## config.mk

```make
export PLATFORM = sky130hd
export DESIGN_NAME = bdp_hash
export DESIGN_NICKNAME = d
export VERILOG_FILES = /design/src/bdp_pkg.sv /design/src/bdp_hash.sv
export SDC_FILE = /design/constraint.sdc
export NUM_CORES = 1
export LEC_CHECK = 0
export BUFFER_PORTS_ARGS = -buffer_cell sky130_fd_sc_hd__buf_2
export CAP_MARGIN = 20
export CORE_ASPECT_RATIO = 0.7
export CORE_MARGIN = 2
export CORE_UTILIZATION = 25
export CTS_CLUSTER_SIZE = 8
export DETAILED_ROUTE_END_ITERATION = 12
export PLACE_DENSITY = 0.41
export SYNTH_ARGS = -nofsm -noshare
export SYNTH_HDL_FRONTEND = slang
export SYNTH_SLANG_ARGS = --single-unit
```

## constraint.sdc

```tcl
create_clock -name aclk -period 14.05 [get_ports aclk]
set_clock_uncertainty 0.1 [all_clocks]
set_input_delay 2.1075 -clock aclk [delete_from_list [all_inputs] [get_ports aclk]]
set_output_delay 2.1075 -clock aclk [all_outputs]
set_load 0.05 [all_outputs]
```

## src/bdp_pkg.sv

```systemverilog
`default_nettype none

package bdp_pkg;

    // Field and datapath widths
    localparam int unsigned PixW      = 10;   // pixel_x / pixel_y
    localparam int unsigned CoordW    = 12;   // covers image sizes up to 4096
    localparam int unsigned ChanW     = 8;
    localparam int unsigned NumStages = 11;

    localparam int unsigned DefImageWidth  = 1024;
    localparam int unsigned DefImageHeight = 768;

    // Gradient blend: numerator < 2^20, reciprocal scaled by 2^20
    localparam int unsigned GradNumW   = 20;
    localparam int unsigned GradShift  = 20;
    localparam int unsigned GradRecipW = 21;
    localparam int unsigned GradProdW  = GradNumW + GradRecipW;

    // Glow distance
    localparam int unsigned DeltaW      = 13;
    localparam int unsigned SqW         = 23;
    localparam int unsigned DistShift   = 23;
    localparam int unsigned DistW       = 21;
    localparam int unsigned DistProdW   = 46;
    localparam int unsigned Recip6      = (1 << DistShift) / 6;
    localparam int unsigned Recip3      = (1 << DistShift) / 3;
    localparam int unsigned GlowLimit   = 36000;
    localparam int unsigned GlowFalloff = 450;
    localparam int unsigned FallW       = 16;
    localparam int unsigned FallShift   = 16;
    localparam int unsigned RecipFall   = (1 << FallShift) / GlowFalloff;
    localparam int unsigned GlowPeak    = 80;

    // Fixed-scale blends (divide by 255)
    localparam int unsigned FullScale  = 255;
    localparam int unsigned MixNumW    = 16;
    localparam int unsigned MixShift   = 16;
    localparam int unsigned MixProdW   = 25;
    localparam int unsigned Recip255   = (1 << MixShift) / FullScale;

    // Dither hash
    localparam logic [31:0] HashMulX   = 32'd374761393;
    localparam logic [31:0] HashMulY   = 32'd668265263;
    localparam logic [31:0] HashMulMix = 32'd1274126177;
    localparam int unsigned DitherW    = 3;

    // Register reset values
    localparam logic [23:0] RstCornerTl = 24'h13263b;
    localparam logic [23:0] RstCornerBl = 24'h192844;
    localparam logic [23:0] RstCornerTr = 24'h06101c;
    localparam logic [23:0] RstCornerBr = 24'h142636;
    localparam logic [23:0] RstGlow     = 24'h375f88;

    typedef enum logic [2:0] {
        RegCornerTl = 3'd0,
        RegCornerBl = 3'd1,
        RegCornerTr = 3'd2,
        RegCornerBr = 3'd3,
        RegGlow     = 3'd4
    } reg_idx_t;

    typedef logic [PixW-1:0]   pix_t;
    typedef logic [CoordW-1:0] coord_t;
    typedef logic [ChanW-1:0]  chan_t;
    // index 2 is red, 0 is blue: same layout as the 8:8:8 registers
    typedef chan_t [2:0]       rgb_t;
    // stage enables, indexed by stage number
    typedef logic [NumStages:1] stage_en_t;

    // Fix up a reciprocal quotient that may be one low
    function automatic logic [31:0] div_fix(input logic [31:0] num,
                                            input logic [31:0] quo,
                                            input logic [31:0] den);
        logic [31:0] rem;
        rem = num - quo * den;
        div_fix = (rem >= den) ? quo + 32'd1 : quo;
    endfunction

endpackage

`default_nettype wire

```

## src/bdp_hash.sv

```systemverilog
`default_nettype none

// Coordinate hash for dither weight, stages 2..7
module bdp_hash import bdp_pkg::*; (
    input  wire logic         aclk,
    input  wire stage_en_t    stage_en,
    input  wire pix_t         x_in,
    input  wire pix_t         y_in,
    output logic [DitherW-1:0] dither_out
);

    logic [31:0]        hx2_reg, hy2_reg;
    logic [31:0]        sum3, mix3_next, mix3_reg;
    logic [31:0]        h4_reg;
    logic [DitherW-1:0] w5_next, w5_reg, w6_reg, w7_reg;

    // stage 3: sum and first xor-shift
    always_comb begin
        sum3      = hx2_reg + hy2_reg;
        mix3_next = sum3 ^ (sum3 >> 13);
    end

    // stage 5: low bits of the final xor-shift
    assign w5_next = h4_reg[DitherW-1:0] ^ h4_reg[16 +: DitherW];

    always_ff @(posedge aclk) begin
        if (stage_en[2]) begin
            hx2_reg <= 32'(x_in) * HashMulX;
            hy2_reg <= 32'(y_in) * HashMulY;
        end
        if (stage_en[3]) begin
            mix3_reg <= mix3_next;
        end
        if (stage_en[4]) begin
            h4_reg <= mix3_reg * HashMulMix;
        end
        if (stage_en[5]) begin
            w5_reg <= w5_next;
        end
        if (stage_en[6]) begin
            w6_reg <= w5_reg;
        end
        if (stage_en[7]) begin
            w7_reg <= w6_reg;
        end
    end

    assign dither_out = w7_reg;

endmodule

`default_nettype wire

```

==> reports/results.ini <==
[status]
outcome = complete, no violations

[drt]
viasPerCell = 4.24
routedWlPerCell_um = 15.7
wl_mm = 36.0
drcViolationCount = 0
drtIter0Drc = 447
drtAntennaViolNets = 0
vias = 9686
first_pass_iters = 6

[layout]
multi_input_area_mm2 = 0.0108
final-instance-count-excl-fill = 2284
fillers = 6372
fin_util = 0.277
nets = 1973
drive_above_1_share = 0.0434
n_antenna_cell = 0
seq_area_mm2 = 0.00294
syn2layout_area_growth_pct = 9.87

[synth]
yosysTopAreaCell = fa_1
synth_most_common_cell = inv_1
synth_nets = 1934
synth_area_leaders = fa_1 (28%), ha_1 (22%), edfxtp_1 (20%), inv_1 (8.6%), xnor2_1 (5.5%)
ys_types = 55
async_flop_share = 0
synth_common_cells = inv_1 (345), ha_1 (261), fa_1 (209)
ys_seq_area_frac = 0.195
synth_edf_count = 98
postSynthCellCount = 1432
syn_area_mm2 = 0.0151
ys_seq_elements = 98
yosysWarnings = 0
avgSynthCellArea_um2 = 10.5
ys.flop_type = edfxtp_1
synth.top_cell.area_share = 0.277

[clock_tree]
cts-root-buf = clkbuf_16
cts_max_path_buffers = 2
cts_resized = 0
post_cts_buffers = 0
clock_sinks = 98
cts_tree = built
insertion_delay_ns = 0.37
cts_buffers = 9
clk_pin_slew_ns = 0.07
holdBufCountCts = 0
htreeDepth = 3

[global_route]
grt_pass1_vias = 10180
grt_start_max_net_pins = 65
grt_overflow = 0
antenna_found_initial = 0
grt_pass1_wl_mm = 58.1
gr-usage-all-layers = 0.120

[place]
dp_cells = 2268
portBuffers = 29
place.gp.congestion = 0.827
dpl.hpwl_mm = 31.9

[floorplan]
die_y_um = 210
start_util = 0.252
placeableCoreArea_mm2 = 0.0598
io_pins = 35
die_area_mm2 = 0.0624
num_rows = 75
die_x_um = 298

[timing]
period_share = 0.516
rsz0062_at_grt = false
worst_pin_slew_ns = 0.835
finalSetupTns_ns = 0
hold_viol = 0
fmax_mhz = 138
drv_slew = 0
finalCriticalPeriod_ns = 7.25
relSlewSlack = 0.444
setup_violations = 0

[min_path]
holdPathStages = 0
hold_class = reg -> reg

[worst_setup_path]
criticalPathCategory = in -> reg
cp_max_fo = 7
arrival_ns = 7.26
rr_worst_depth = 16
end_kind = register
startpoint_type = input pin
crit_required_ns = 14.06

[run]
cap_violations = 0

critical path: stages:
cell and delay (ns):
buf_2 0.18, fa_1 0.73, inv_1 0.11, fa_1 0.48, fa_1 0.51, inv_1 0.05
fa_1 0.48, inv_1 0.06, fa_1 0.49, inv_1 0.04, ha_1 0.33, o21a_1 0.13
o211ai_1 0.22, o31a_1 0.31, o2111ai_1 0.22, nand3_1 0.12, nand3_1 0.14, o41ai_1 0.41
xnor2_1 0.13
layout by cell type, fill, tap and decap left out, drive strengths merged, types with 3 or more instances in the layout:
cell,instances
nor3,14
o21bai,11
buf,30
a211oi,9
nand2b,11
xnor2,94
or3,3
o211ai,12
nor2,53
o2111ai,3
nand2,36
edfxtp,98
ha,261
xor2,37
a31oi,7
o41ai,3
a21o,35
a31o,4
fa,209
nand4,4
nor4,3
nand3,17
nor2b,6
o21a,10
inv,349
and4,3
a21oi,64
or2,5
and2,4
clkbuf,9
and3,8
o21ai,39
final cells by class:
type / count / share of cell area
flip-flops and latches: 98 / 0.178
inverters: 345 / 0.0781
well taps: 808 / 0.0610
clock inverters: 7 / 0.00649
repair buffers: 30 / 0.00921
multi-input cells: 987 / 0.654
clock buffers: 9 / 0.0136
logic make-up after synthesis:
family | share of synthesized area
xor+xnor | 0.0760
fa+ha+maj | 0.494
compound gates | 0.0915
flops | 0.195
simple gates | 0.0567
buf+inv | 0.0863
mux | 0.000663
path summary, 6_finish.rpt:
check	slack [ns]	to	start
max reg2reg	8.82	h4_reg[18]	mix3_reg[3]
min reg2reg	0.32	w6_reg[1]	w5_reg[1]
min	0.32	w6_reg[1]	w5_reg[1]
max	6.80	hy2_reg[31]	y_in[7]
through the flow:
stage	instance area, um2	hold slack [ns]	setup slack [ns]
final	16600	0.321	6.80
after global routing	16600	0.333	6.38
after CTS	16600	0.322	6.80
after detailed placement	16200	0.305	6.46
after global placement	16200	0.302	6.41
after floorplan	15100	0.300	7.29
routing by layer:
metal | part of all wire | track usage | routed length, um
met1 | 0.58 | 0.199 | 20700
met2 | 0.39 | 0.167 | 14100
met4 | 0.0026 | 0.0108 | 93
met5 | 0 | 0 | 0
met3 | 0.029 | 0.0159 | 1050
Power is left out: the tool's default activity adds up to more than one toggle a clock period on the data nets, which glitch-free logic cannot reach.
