`src/bdp_pkg.sv`:
```
`default_nettype none

package bdp_pkg;

    // Field and datapath widths
    localparam int unsigned PixW      = 10;   // pixel_x / pixel_y
    localparam int unsigned CoordW    = 12;   // covers image sizes up to 4096
    localparam int unsigned ChanW     = 8;
    localparam int unsigned NumStages = 11;

    localparam int unsigned DefImageWidth  = 1024;
    localparam int unsigned DefImageHeight = 768;

    // Gradient blend: numerator < 2^20, reciprocal scaled by 2^20
    localparam int unsigned GradNumW   = 20;
    localparam int unsigned GradShift  = 20;
    localparam int unsigned GradRecipW = 21;
    localparam int unsigned GradProdW  = GradNumW + GradRecipW;

    // Glow distance
    localparam int unsigned DeltaW      = 13;
    localparam int unsigned SqW         = 23;
    localparam int unsigned DistShift   = 23;
    localparam int unsigned DistW       = 21;
    localparam int unsigned DistProdW   = 46;
    localparam int unsigned Recip6      = (1 << DistShift) / 6;
    localparam int unsigned Recip3      = (1 << DistShift) / 3;
    localparam int unsigned GlowLimit   = 36000;
    localparam int unsigned GlowFalloff = 450;
    localparam int unsigned FallW       = 16;
    localparam int unsigned FallShift   = 16;
    localparam int unsigned RecipFall   = (1 << FallShift) / GlowFalloff;
    localparam int unsigned GlowPeak    = 80;

    // Fixed-scale blends (divide by 255)
    localparam int unsigned FullScale  = 255;
    localparam int unsigned MixNumW    = 16;
    localparam int unsigned MixShift   = 16;
    localparam int unsigned MixProdW   = 25;
    localparam int unsigned Recip255   = (1 << MixShift) / FullScale;

    // Dither hash
    localparam logic [31:0] HashMulX   = 32'd374761393;
    localparam logic [31:0] HashMulY   = 32'd668265263;
    localparam logic [31:0] HashMulMix = 32'd1274126177;
    localparam int unsigned DitherW    = 3;

    // Register reset values
    localparam logic [23:0] RstCornerTl = 24'h13263b;
    localparam logic [23:0] RstCornerBl = 24'h192844;
    localparam logic [23:0] RstCornerTr = 24'h06101c;
    localparam logic [23:0] RstCornerBr = 24'h142636;
    localparam logic [23:0] RstGlow     = 24'h375f88;

    typedef enum logic [2:0] {
        RegCornerTl = 3'd0,
        RegCornerBl = 3'd1,
        RegCornerTr = 3'd2,
        RegCornerBr = 3'd3,
        RegGlow     = 3'd4
    } reg_idx_t;

    typedef logic [PixW-1:0]   pix_t;
    typedef logic [CoordW-1:0] coord_t;
    typedef logic [ChanW-1:0]  chan_t;
    // index 2 is red, 0 is blue: same layout as the 8:8:8 registers
    typedef chan_t [2:0]       rgb_t;
    // stage enables, indexed by stage number
    typedef logic [NumStages:1] stage_en_t;

    // Fix up a reciprocal quotient that may be one low
    function automatic logic [31:0] div_fix(input logic [31:0] num,
                                            input logic [31:0] quo,
                                            input logic [31:0] den);
        logic [31:0] rem;
        rem = num - quo * den;
        div_fix = (rem >= den) ? quo + 32'd1 : quo;
    endfunction

endpackage

`default_nettype wire

```
`src/bdp_mix.sv`:
```
`default_nettype none

// Glow and dither blends, stages 8..11
module bdp_mix import bdp_pkg::*; (
    input  wire logic               aclk,
    input  wire stage_en_t          stage_en,
    input  wire rgb_t               base_in,
    input  wire chan_t              glow_in,
    input  wire logic [DitherW-1:0] dither_in,
    input  wire rgb_t               glow_color,
    output rgb_t                    pixel_out
);

    typedef logic [MixNumW-1:0] mnum_t;

    mnum_t [2:0]        num8_next, num8_reg, num10_next, num10_reg;
    rgb_t               col9_next, col9_reg, col11_next, col11_reg;
    logic [DitherW-1:0] w8_reg, w9_reg;
    chan_t              ng, nw;

    function automatic chan_t div255(input mnum_t num);
        logic [MixProdW-1:0] prod;
        prod = MixProdW'(num) * MixProdW'(Recip255);
        div255 = ChanW'(div_fix(32'(num), 32'(prod[MixShift +: ChanW]),
                                32'(FullScale)));
    endfunction

    // stage 8: glow blend numerators
    always_comb begin
        ng = ChanW'(FullScale) - glow_in;
        for (int ch = 0; ch < 3; ch++) begin
            num8_next[ch] = MixNumW'(base_in[ch]) * MixNumW'(ng)
                          + MixNumW'(glow_color[ch]) * MixNumW'(glow_in);
        end
    end

    // stage 9: divide by full scale
    always_comb begin
        for (int ch = 0; ch < 3; ch++) begin
            col9_next[ch] = div255(num8_reg[ch]);
        end
    end

    // stage 10: dither toward white
    always_comb begin
        nw = ChanW'(FullScale) - ChanW'(w9_reg);
        for (int ch = 0; ch < 3; ch++) begin
            num10_next[ch] = MixNumW'(col9_reg[ch]) * MixNumW'(nw)
                           + MixNumW'(FullScale) * MixNumW'(w9_reg);
        end
    end

    // stage 11: divide by full scale, output word
    always_comb begin
        for (int ch = 0; ch < 3; ch++) begin
            col11_next[ch] = div255(num10_reg[ch]);
        end
    end

    always_ff @(posedge aclk) begin
        if (stage_en[8]) begin
            num8_reg <= num8_next;
            w8_reg   <= dither_in;
        end
        if (stage_en[9]) begin
            col9_reg <= col9_next;
            w9_reg   <= w8_reg;
        end
        if (stage_en[10]) begin
            num10_reg <= num10_next;
        end
        if (stage_en[11]) begin
            col11_reg <= col11_next;
        end
    end

    assign pixel_out = col11_reg;

endmodule

`default_nettype wire

```
`config.mk`:
```
export PLATFORM = sky130hd
export DESIGN_NAME = bdp_mix
export DESIGN_NICKNAME = d
export VERILOG_FILES = /design/src/bdp_pkg.sv /design/src/bdp_mix.sv
export SDC_FILE = /design/constraint.sdc
export NUM_CORES = 2
export LEC_CHECK = 0
export ABC_CLOCK_PERIOD_IN_PS = 9030
export BUFFER_PORTS_ARGS = -buffer_cell sky130_fd_sc_hd__buf_2
export CAP_MARGIN = 20
export CELL_PAD_IN_SITES_DETAIL_PLACEMENT = 0
export CELL_PAD_IN_SITES_GLOBAL_PLACEMENT = 2
export CORE_UTILIZATION = 43
export CTS_CLUSTER_SIZE = 28
export DETAILED_ROUTE_END_ITERATION = 7
export PLACE_DENSITY_LB_ADDON = 0.05
export SYNTH_ARGS = -nofsm -noshare
export SYNTH_HDL_FRONTEND = slang
export SYNTH_SLANG_ARGS = --single-unit
```
`constraint.sdc`:
```
create_clock -name aclk -period 9.03 [get_ports aclk]
set_clock_uncertainty 0.2 [all_clocks]
set_input_delay 2.709 -clock aclk [delete_from_list [all_inputs] [get_ports aclk]]
set_output_delay 2.709 -clock aclk [all_outputs]
set_load 0.05 [all_outputs]
```
==> key figures <==
STA
  • Post-route setup TNS: 0 ns
  • Final Hold Fails: 0
  • Least-Margin Pin Slew: about 0.84 ns
  • Max Freq: 0.1177 GHz
  • Final worst path period share: between 90% and 100%
  • Crit path time final: 8.499 ns
  • Slew Limit Headroom: a little over two fifths
  • Setup slack after layout: between 0.5 and 0.6 ns
  • Hold slack: ~0.23 ns
  • Max-slew violations: 0
  • RSZ-0062 raised after global routing: no
  • Setup violators final: 0

Setup path
  • Setup crit end kind: register
  • Worst stage delay on the critical path: 0.56 ns
  • CP startpoint kind: register
  • Top fanout value on the critical path: 8
  • Most frequent CP cell: ha_1
  • Worst path slowest cell: edfxtp_1
  • Critical Path RT: about 9.1 ns
  • Arrival time worst endpoint: around 8.5 ns
  • WS Path Type: reg2reg

Clocking
  • H-tree depth: 4
  • Clk sink count: 150
  • Root cell of the clock tree: clkbuf_16
  • TritonCTS buffer count: 17
  • Hold Buf Count CTS: 0
  • Post-CTS Setup Bufs: 0
  • Reg clk slew, reported paths: roughly 0.07 ns
  • TritonCTS clock tree: built
  • CTS max path bufs: 2
  • CTS resizes: 0
  • Clk_lat worst skew: 0.50 ns

Synthesis
  • Syn_area_per_cell: roughly 9.4 µm²
  • Post-Synth XOR/XNOR Area: under 10%
  • Fraction of registers with async set or reset after synthesis: 0%
  • EDFF count, synth: 150
  • Simple-gate portion of the synthesized area: between 10% and 20%
  • Largest area contributor in the netlist: fa_1
  • Netlist Area Pre-Place: about 42000 µm²
  • Top FF cell, synth: edfxtp_1
  • Yosys reg bits: 150
  • Post-Syn Instances: 4449
  • Mux cell area share after synthesis: less than 1%
  • Yosys cell types: 99
  • Yosys top cell area share: about 30%
  • Adder-cell area share of the yosys netlist: 51.68%
  • Seq/Total Area, Yosys: 10.82%
  • Synth warn: 0
  • Top post-synthesis cells by area: fa_1 (30%), ha_1 (22%), edfxtp_1 (11%), inv_1 (9.8%), xnor2_1 (3.5%)
  • Largest family of logic cells by synthesized area: adder cells
  • Synth Area in Compound Gates: 8.723%

Floorplanning
  • Die height: about 310 µm
  • IO Pins: 95
  • Core area: 95440 µm²
  • Std-Cell Rows: about 110
  • Die width: 313.2 µm
  • Full die area: 98080 µm²
  • Initial Utilization: 43.63%

Min path
  • Hold Path Class: reg2reg

Cells and area
  • N_diodes: 0
  • Fillers: about 9.5k
  • Core Util, Final: between 40% and 50%
  • Most frequent cells in the layout: inv_1 (1089), ha_1 (724), fa_1 (621), nand2_1 (198), nor2_1 (180)
  • Layout net count: 5974
  • Area growth syn-to-layout: 7.203%
  • Share of cells above drive strength 1: 5.841%
  • Most common cell after layout, fill and taps aside: inv_1

Placement
  • Routability cong.: 0.8102
  • I/O Buffers: 87
  • Final HPWL DP: around 79 mm
  • Pre-CTS setup slack: around 0.26 ns

Job
  • Max_cap viols: 0

Drt
  • WL/cell: 15.70 µm
  • First-pass detailed-route iteration total: 5
  • Routed WL: roughly 92 mm
  • Via-to-Cell Ratio: around 4.9
  • Vias: 28.62k
  • Post-DRT Antenna Nets: 0
  • Drt drc: 0
  • 1st-iter DRT viols: 1036

Run status
  • Status: finished, final reports clean

GRT
  • Initial antenna violation count: 1
  • Largest net degree at the start of global routing: 52
  • Vias in the first global route: 30.39k
  • GRT Util Overall: between 10% and 20%
  • Grt ovf: 0
  • First-pass GRT wire length: ~160 mm
==> worst paths after layout <==
kind,from,end,slack (ns),cells after the start
worst min-delay path,w8_reg[1],w9_reg[1],0.23,0
worst min register to register,w8_reg[1],w9_reg[1],0.23,0
worst max-delay path,num8_reg[35],col9_reg[17],0.53,29
worst max register to register,num8_reg[35],col9_reg[17],0.53,29
==> through the flow <==
step,area (µm²),std cells
finish,44640,5836
global route,44640,5836
CTS,44620,5836
detailed placement,43960,5804
global placement,43960,5804
floorplan,41660,4454
==> synthesized netlist by cell type (all sizes together) (11+ instances only) <==
cell type  instances
a21boi            11
and2             136
nand2            199
nand2b           121
o21bai            13
nand3             45
or3               11
o21ai            100
clkbuf            69
xor2              54
nor3              55
nor2b            143
a21oi            139
o2111ai           14
fa               621
inv             1090
nor2             181
nor4              15
xnor2            171
or2               29
a31oi             17
and3              19
mux2i             16
o211ai            22
nand4             30
ha               724
a21o              53
o21a              33
a211oi            28
edfxtp           150
==> logic make-up after synthesis <==
group,after synthesis
simple gates,1006
mux,23
xor+xnor,225
compound gates,530
other cells,1
buf+inv,1166
fa+ha+maj,1348
flops,150
==> cell type report <==
| cell class | count | area [µm²] | area share [%] |
|---|---|---|---|
| multi-input combinational | 3138 | 32780 | 73.44 |
| sequential | 150 | 4504 | 10.09 |
| inverter | 1091 | 4095 | 9.174 |
| tap | 1265 | 1583 | 3.546 |
| timing repair buffer | 160 | 1021 | 2.287 |
| clock buffer | 17 | 425.4 | 0.9530 |
| clock inverter | 15 | 229.0 | 0.5130 |
==> routing by layer <==
metal	global-route usage [%]	wire length [µm]	vias to the layer above
met1	27.46	45080	13940
met4	4.191	1386	0
met5	0	0	-
met2	33.58	43630	235
li1	-	-	14390
met3	1.793	1556	57
==> worst max-delay path, delay by kind of cell (launching register included) <==
kind                     cells  cell delay (ns)
AO/OA/AOI/OAI                7             1.92
buffers and inverters        5             0.28
AND/OR/NAND/NOR              5             1.12
flip-flops                   1             0.56
XOR/XNOR                     2             0.34
multiplexers                 1             0.44
adder cells (fa/ha/maj)      9             3.37
Power is left out: the tool's default activity adds up to more than one toggle a clock period on the data nets, which glitch-free logic cannot reach.
