### config.mk
export PLATFORM = sky130hd
export DESIGN_NAME = bdp_glow
export DESIGN_NICKNAME = d
export VERILOG_FILES = /design/src/bdp_pkg.sv /design/src/bdp_glow.sv
export SDC_FILE = /design/constraint.sdc
export NUM_CORES = 2
export LEC_CHECK = 0
export ABC_AREA = 1
export BUFFER_PORTS_ARGS = -buffer_cell sky130_fd_sc_hd__buf_2
export CORE_MARGIN = 3
export CORE_UTILIZATION = 41
export CTS_BUF_LIST = sky130_fd_sc_hd__clkbuf_8
export DETAILED_ROUTE_END_ITERATION = 16
export HOLD_SLACK_MARGIN = 0.03
export SETUP_SLACK_MARGIN = 0.05
export SYNTH_ARGS = -nofsm -noshare
export SYNTH_HDL_FRONTEND = slang
export SYNTH_SLANG_ARGS = --single-unit
### constraint.sdc
create_clock -name aclk -period 14.19 [get_ports aclk]
set_clock_uncertainty 0.1 [all_clocks]
set_input_delay 3.5475 -clock aclk [delete_from_list [all_inputs] [get_ports aclk]]
set_output_delay 3.5475 -clock aclk [all_outputs]
set_load 0.03 [all_outputs]
### src/bdp_pkg.sv
`default_nettype none

package bdp_pkg;

    // Field and datapath widths
    localparam int unsigned PixW      = 10;   // pixel_x / pixel_y
    localparam int unsigned CoordW    = 12;   // covers image sizes up to 4096
    localparam int unsigned ChanW     = 8;
    localparam int unsigned NumStages = 11;

    localparam int unsigned DefImageWidth  = 1024;
    localparam int unsigned DefImageHeight = 768;

    // Gradient blend: numerator < 2^20, reciprocal scaled by 2^20
    localparam int unsigned GradNumW   = 20;
    localparam int unsigned GradShift  = 20;
    localparam int unsigned GradRecipW = 21;
    localparam int unsigned GradProdW  = GradNumW + GradRecipW;

    // Glow distance
    localparam int unsigned DeltaW      = 13;
    localparam int unsigned SqW         = 23;
    localparam int unsigned DistShift   = 23;
    localparam int unsigned DistW       = 21;
    localparam int unsigned DistProdW   = 46;
    localparam int unsigned Recip6      = (1 << DistShift) / 6;
    localparam int unsigned Recip3      = (1 << DistShift) / 3;
    localparam int unsigned GlowLimit   = 36000;
    localparam int unsigned GlowFalloff = 450;
    localparam int unsigned FallW       = 16;
    localparam int unsigned FallShift   = 16;
    localparam int unsigned RecipFall   = (1 << FallShift) / GlowFalloff;
    localparam int unsigned GlowPeak    = 80;

    // Fixed-scale blends (divide by 255)
    localparam int unsigned FullScale  = 255;
    localparam int unsigned MixNumW    = 16;
    localparam int unsigned MixShift   = 16;
    localparam int unsigned MixProdW   = 25;
    localparam int unsigned Recip255   = (1 << MixShift) / FullScale;

    // Dither hash
    localparam logic [31:0] HashMulX   = 32'd374761393;
    localparam logic [31:0] HashMulY   = 32'd668265263;
    localparam logic [31:0] HashMulMix = 32'd1274126177;
    localparam int unsigned DitherW    = 3;

    // Register reset values
    localparam logic [23:0] RstCornerTl = 24'h13263b;
    localparam logic [23:0] RstCornerBl = 24'h192844;
    localparam logic [23:0] RstCornerTr = 24'h06101c;
    localparam logic [23:0] RstCornerBr = 24'h142636;
    localparam logic [23:0] RstGlow     = 24'h375f88;

    typedef enum logic [2:0] {
        RegCornerTl = 3'd0,
        RegCornerBl = 3'd1,
        RegCornerTr = 3'd2,
        RegCornerBr = 3'd3,
        RegGlow     = 3'd4
    } reg_idx_t;

    typedef logic [PixW-1:0]   pix_t;
    typedef logic [CoordW-1:0] coord_t;
    typedef logic [ChanW-1:0]  chan_t;
    // index 2 is red, 0 is blue: same layout as the 8:8:8 registers
    typedef chan_t [2:0]       rgb_t;
    // stage enables, indexed by stage number
    typedef logic [NumStages:1] stage_en_t;

    // Fix up a reciprocal quotient that may be one low
    function automatic logic [31:0] div_fix(input logic [31:0] num,
                                            input logic [31:0] quo,
                                            input logic [31:0] den);
        logic [31:0] rem;
        rem = num - quo * den;
        div_fix = (rem >= den) ? quo + 32'd1 : quo;
    endfunction

endpackage

`default_nettype wire

### src/bdp_glow.sv
`default_nettype none

// Elliptical glow weight, stages 2..7
module bdp_glow import bdp_pkg::*; #(
    parameter int unsigned IMAGE_WIDTH  = DefImageWidth,
    parameter int unsigned IMAGE_HEIGHT = DefImageHeight
) (
    input  wire logic      aclk,
    input  wire stage_en_t stage_en,
    input  wire pix_t      x_in,
    input  wire pix_t      y_in,
    output chan_t          glow_out
);

    localparam int unsigned CenterX = IMAGE_WIDTH / 2;
    localparam int unsigned CenterY = IMAGE_HEIGHT / 3;

    logic signed [DeltaW-1:0]   dx, dy;
    logic signed [2*DeltaW-1:0] sqx_full, sqy_full;
    logic [SqW-1:0]             sqx2_reg, sqy2_reg, sqx3_reg, sqy3_reg;
    logic [DistProdW-1:0]       px3_next, py3_next, px3_reg, py3_reg;
    logic [DistW-1:0]           qx, qy, dist4_next, dist4_reg;
    logic [FallW-1:0]           dlow5_reg;
    logic [FallW+ChanW-1:0]     pf5_next, pf5_reg;
    logic                       near5_reg;
    logic [ChanW-1:0]           qf;
    chan_t                      glow6_next, glow6_reg, glow7_reg;

    // stage 2: offsets from the glow center, squared
    always_comb begin
        dx = DeltaW'(x_in) - DeltaW'(CenterX);
        dy = DeltaW'(y_in) - DeltaW'(CenterY);
        sqx_full = dx * dx;
        sqy_full = dy * dy;
    end

    // stage 3: reciprocal multiplies for /6 and /3
    always_comb begin
        px3_next = DistProdW'(sqx2_reg) * DistProdW'(Recip6);
        py3_next = DistProdW'(sqy2_reg) * DistProdW'(Recip3);
    end

    // stage 4: corrected quotients, summed
    always_comb begin
        qx = DistW'(div_fix(32'(sqx3_reg), 32'(px3_reg[DistShift +: DistW]), 32'd6));
        qy = DistW'(div_fix(32'(sqy3_reg), 32'(py3_reg[DistShift +: DistW]), 32'd3));
        dist4_next = qx + qy;
    end

    // stage 5: falloff reciprocal multiply
    assign pf5_next = (FallW + ChanW)'(dist4_reg[FallW-1:0])
                    * (FallW + ChanW)'(RecipFall);

    // stage 6: falloff quotient and weight
    always_comb begin
        qf = ChanW'(div_fix(32'(dlow5_reg), 32'(pf5_reg[FallShift +: ChanW]),
                            32'(GlowFalloff)));
        glow6_next = near5_reg ? ChanW'(GlowPeak) - qf : '0;
    end

    always_ff @(posedge aclk) begin
        if (stage_en[2]) begin
            sqx2_reg <= sqx_full[SqW-1:0];
            sqy2_reg <= sqy_full[SqW-1:0];
        end
        if (stage_en[3]) begin
            px3_reg  <= px3_next;
            py3_reg  <= py3_next;
            sqx3_reg <= sqx2_reg;
            sqy3_reg <= sqy2_reg;
        end
        if (stage_en[4]) begin
            dist4_reg <= dist4_next;
        end
        if (stage_en[5]) begin
            pf5_reg   <= pf5_next;
            dlow5_reg <= dist4_reg[FallW-1:0];
            near5_reg <= (dist4_reg < DistW'(GlowLimit));
        end
        if (stage_en[6]) begin
            glow6_reg <= glow6_next;
        end
        if (stage_en[7]) begin
            glow7_reg <= glow6_reg;
        end
    end

    assign glow_out = glow7_reg;

endmodule

`default_nettype wire

==> flow_summary_export.csv <==
group,metric,value,unit
critical_path,crit_cells,24,
clocking,clock_latency,0.56,ns
yosys,yosys-top-cells-area,"fa_1 (29%), ha_1 (22%), edfxtp_1 (14%)",
critical_path,worstPathMaxFanout,11,
global_route,grt_start_max_net_pins,70,
timing,setup_slack,5.51,ns
clocking,tritoncts,"yes",
critical_path,cpMaxStageDelayCell,"fa_1",
critical_path,ff2ff_path_depth,35,
timing,hold_viol,0,
placement,pre_cts_slack,4.83,ns
final_layout,drive_above_1_share,2.56,%
yosys,yosysTopAreaCell,"fa_1",
critical_path,cp.required,14.40,ns
clocking,cts.htree.levels,4,
clocking,clk_pin_slew,0.11,ns
clocking,cts.sinks,186,
yosys,netlist_instances,4455,
yosys,async_reset_ff_share,0,%
placement,hpwl,77700,um
yosys,syn-cell-area,0.0394,mm^2
drt,wire_per_inst,15.1,um
floorplanning,die_h,316,um
yosys,synth_commonest_cells,"inv_1 (1156), ha_1 (689), nand2_1 (656)",
timing,tightest_slew,0.928,ns
placement,io_buffers,34,
yosys,ys.flop_type,"edfxtp_1",
global_route,grt_usage,18.3,%
timing,rsz0062_at_grt,"no",
yosys,synth.avg_cell_area,8.84,um^2
final_layout,syn_to_final_growth,5.22,%
clocking,cts_resized,0,
critical_path,critPathCaptureType,"flop",
critical_path,startpoint,"x_in[2]",
clocking,cts_setup_buffers,0,
floorplanning,dieArea,0.0998,mm^2
timing,min_period,8.68,ns
timing,slew_headroom,38.1,%
global_route,grt-ovfl-total,0,
flow_run,cap_viol_max_count,0,
critical_path,start_kind,"input port",
clocking,clock_path_buffers,2,
timing,maxSlewViolCount,0,
clocking,cts_hold_buf,0,
min_path,hp-start,"glow6_reg[0]",
global_route,antenna_found_initial,2,
yosys,yosysSeqAreaShare,14.2,%
critical_path,cpPeakStageDelay,0.54,ns
min_path,hold_depth,0,
drt,drc_errors,0,
final_layout,utilization,43.6,%
drt,drt_iter0_drc,1236,
critical_path,crit_buf_inv,6,
clocking,cts_buffers,17,
drt,first_pass_iters,5,
critical_path,crit_family,"adder cells",
drt,num_vias,27700,
timing,setup_tns,0,ns
global_route,grt_first_pass_wirelength,146000,um
timing,final-setup-viol-count,0,
floorplanning,coreArea,0.0952,mm^2
floorplanning,row_count,113,
placement,gp_congestion,0.928,
min_path,hold_path.class,"flop to flop",
final_layout,nets,5775,
run_status,status,"completed",
drt,viasPerCell,4.81,
critical_path,critPathKind,"input port to flop",
drt,routed_wirelength,87100,um
floorplanning,die_w,316,um
global_route,grt_pass1_vias,29100,
yosys,synth-edff-count,186,
floorplanning,start_util,41.4,%
drt,antenna_left,0,
clocking,clockRootBuffer,"clkbuf_8",
yosys,yosysWarnings,0,
floorplanning,io_pins,40,
critical_path,crit_chain,"buf_2 > inv_1 > nor2_1 > inv_1 > fa_1 > inv_1 > fa_1 > fa_1 > inv_1 > fa_1 > inv_1 > fa_1 > ha_1 > nand2_1 > nor2_1 > nand2_1 > o211ai_1 > o21bai_1 > nand3_1 > nand3_1 > a21boi_0 > nand3_1 > nand2_1 > xor2_1",
yosys,synth.distinct_cells,55,
critical_path,worst_ep_arrival_time,8.89,ns
yosys,synth_top_area_share,28.8,%
timing,period_share,61.2,%
critical_path,reg2reg_from,"px3_reg[23]",
yosys,synth_seq_cells,186,
yosys,yosysMostFrequentCell,"inv_1",
timing,max_freq,0.115,GHz
metal layers:
metal / vias up / GRT usage (%) / routed length (um) / part of all wire [%]
met4: 2 / 4.39 / 1660 / 1.9
met3: 91 / 1.78 / 2580 / 3.0
met1: 13200 / 24.9 / 41100 / 47
li1: 14000 / - / - / -
met5: - / 0 / 12 / 0.014
met2: 378 / 31.3 / 41700 / 48
worst register-to-register path: cells and delay by family, from the launching register on:
| kind | cells | cell delay, ns |
|---|---|---|
| fa+ha+maj | 4 | 1.49 |
| compound gates | 17 | 3.89 |
| buf+inv | 3 | 0.51 |
| simple gates | 8 | 0.65 |
| xor+xnor | 3 | 0.57 |
| flops | 1 | 0.58 |
worst paths after layout:
path / endpoint / slack [ns]
worst max register to register: dist4_reg[19] / 6.20
worst min-delay path: glow_out[0] / 0.33
worst max-delay path: sqx2_reg[19] / 5.51
worst min register to register: glow_out[0] / 0.33
final cells by class:
class	instances	area, um^2
clock inverters	14	158
inverters	1159	4350
clock buffers	17	234
well taps	1265	1580
flip-flops and latches	186	5590
repair buffers	36	188
fillers	9467	53700
multi-input cells	3088	29300
diodes	1	2.50
placed cells by master, fill, tap and decap left out, types with 16 or more instances in the layout:
master    Yosys  routed
nand4_1      38      38
xnor2_1      72      72
clkbuf_8      0      17
nor2_1      204     204
nand3_1     111     111
nand2_1     656     656
ha_1        689     689
inv_1      1156    1156
a21oi_1     241     241
fa_1        566     566
edfxtp_1    186     186
o21bai_1     19      19
o21ai_1      18      18
nor4_1       16      16
nor3_1       28      28
o21ai_0     124     124
a21o_1       18      18
xor2_1      134     134
buf_2         3      33
kinds of logic (layout without fill, tap and decap cells):
| kind of cell | Yosys count | in the layout | share of synthesized area, % |
|---|---|---|---|
| AOI/OAI and AO/OA | 497 | 497 | 7.06 |
| xor gates and xnor gates | 206 | 206 | 4.58 |
| and+or+nand+nor | 1116 | 1116 | 12.1 |
| other | 2 | 15 | 0.0191 |
| DFF | 186 | 186 | 14.2 |
| buffers and inverters | 1193 | 1226 | 11.4 |
| adders and majority gates | 1255 | 1255 | 50.6 |
through the flow:
step                hold slack (ns)  std cells  instance area, um^2
floorplan                     0.300       4467                39400
CTS                           0.327       5765                41400
finish                        0.331       5766                41400
global placement              0.303       5734                41100
detailed placement            0.305       5734                41100
global route                  0.339       5766                41400
Power is left out: the tool's default activity adds up to more than one toggle a clock period on the data nets, which glitch-free logic cannot reach.
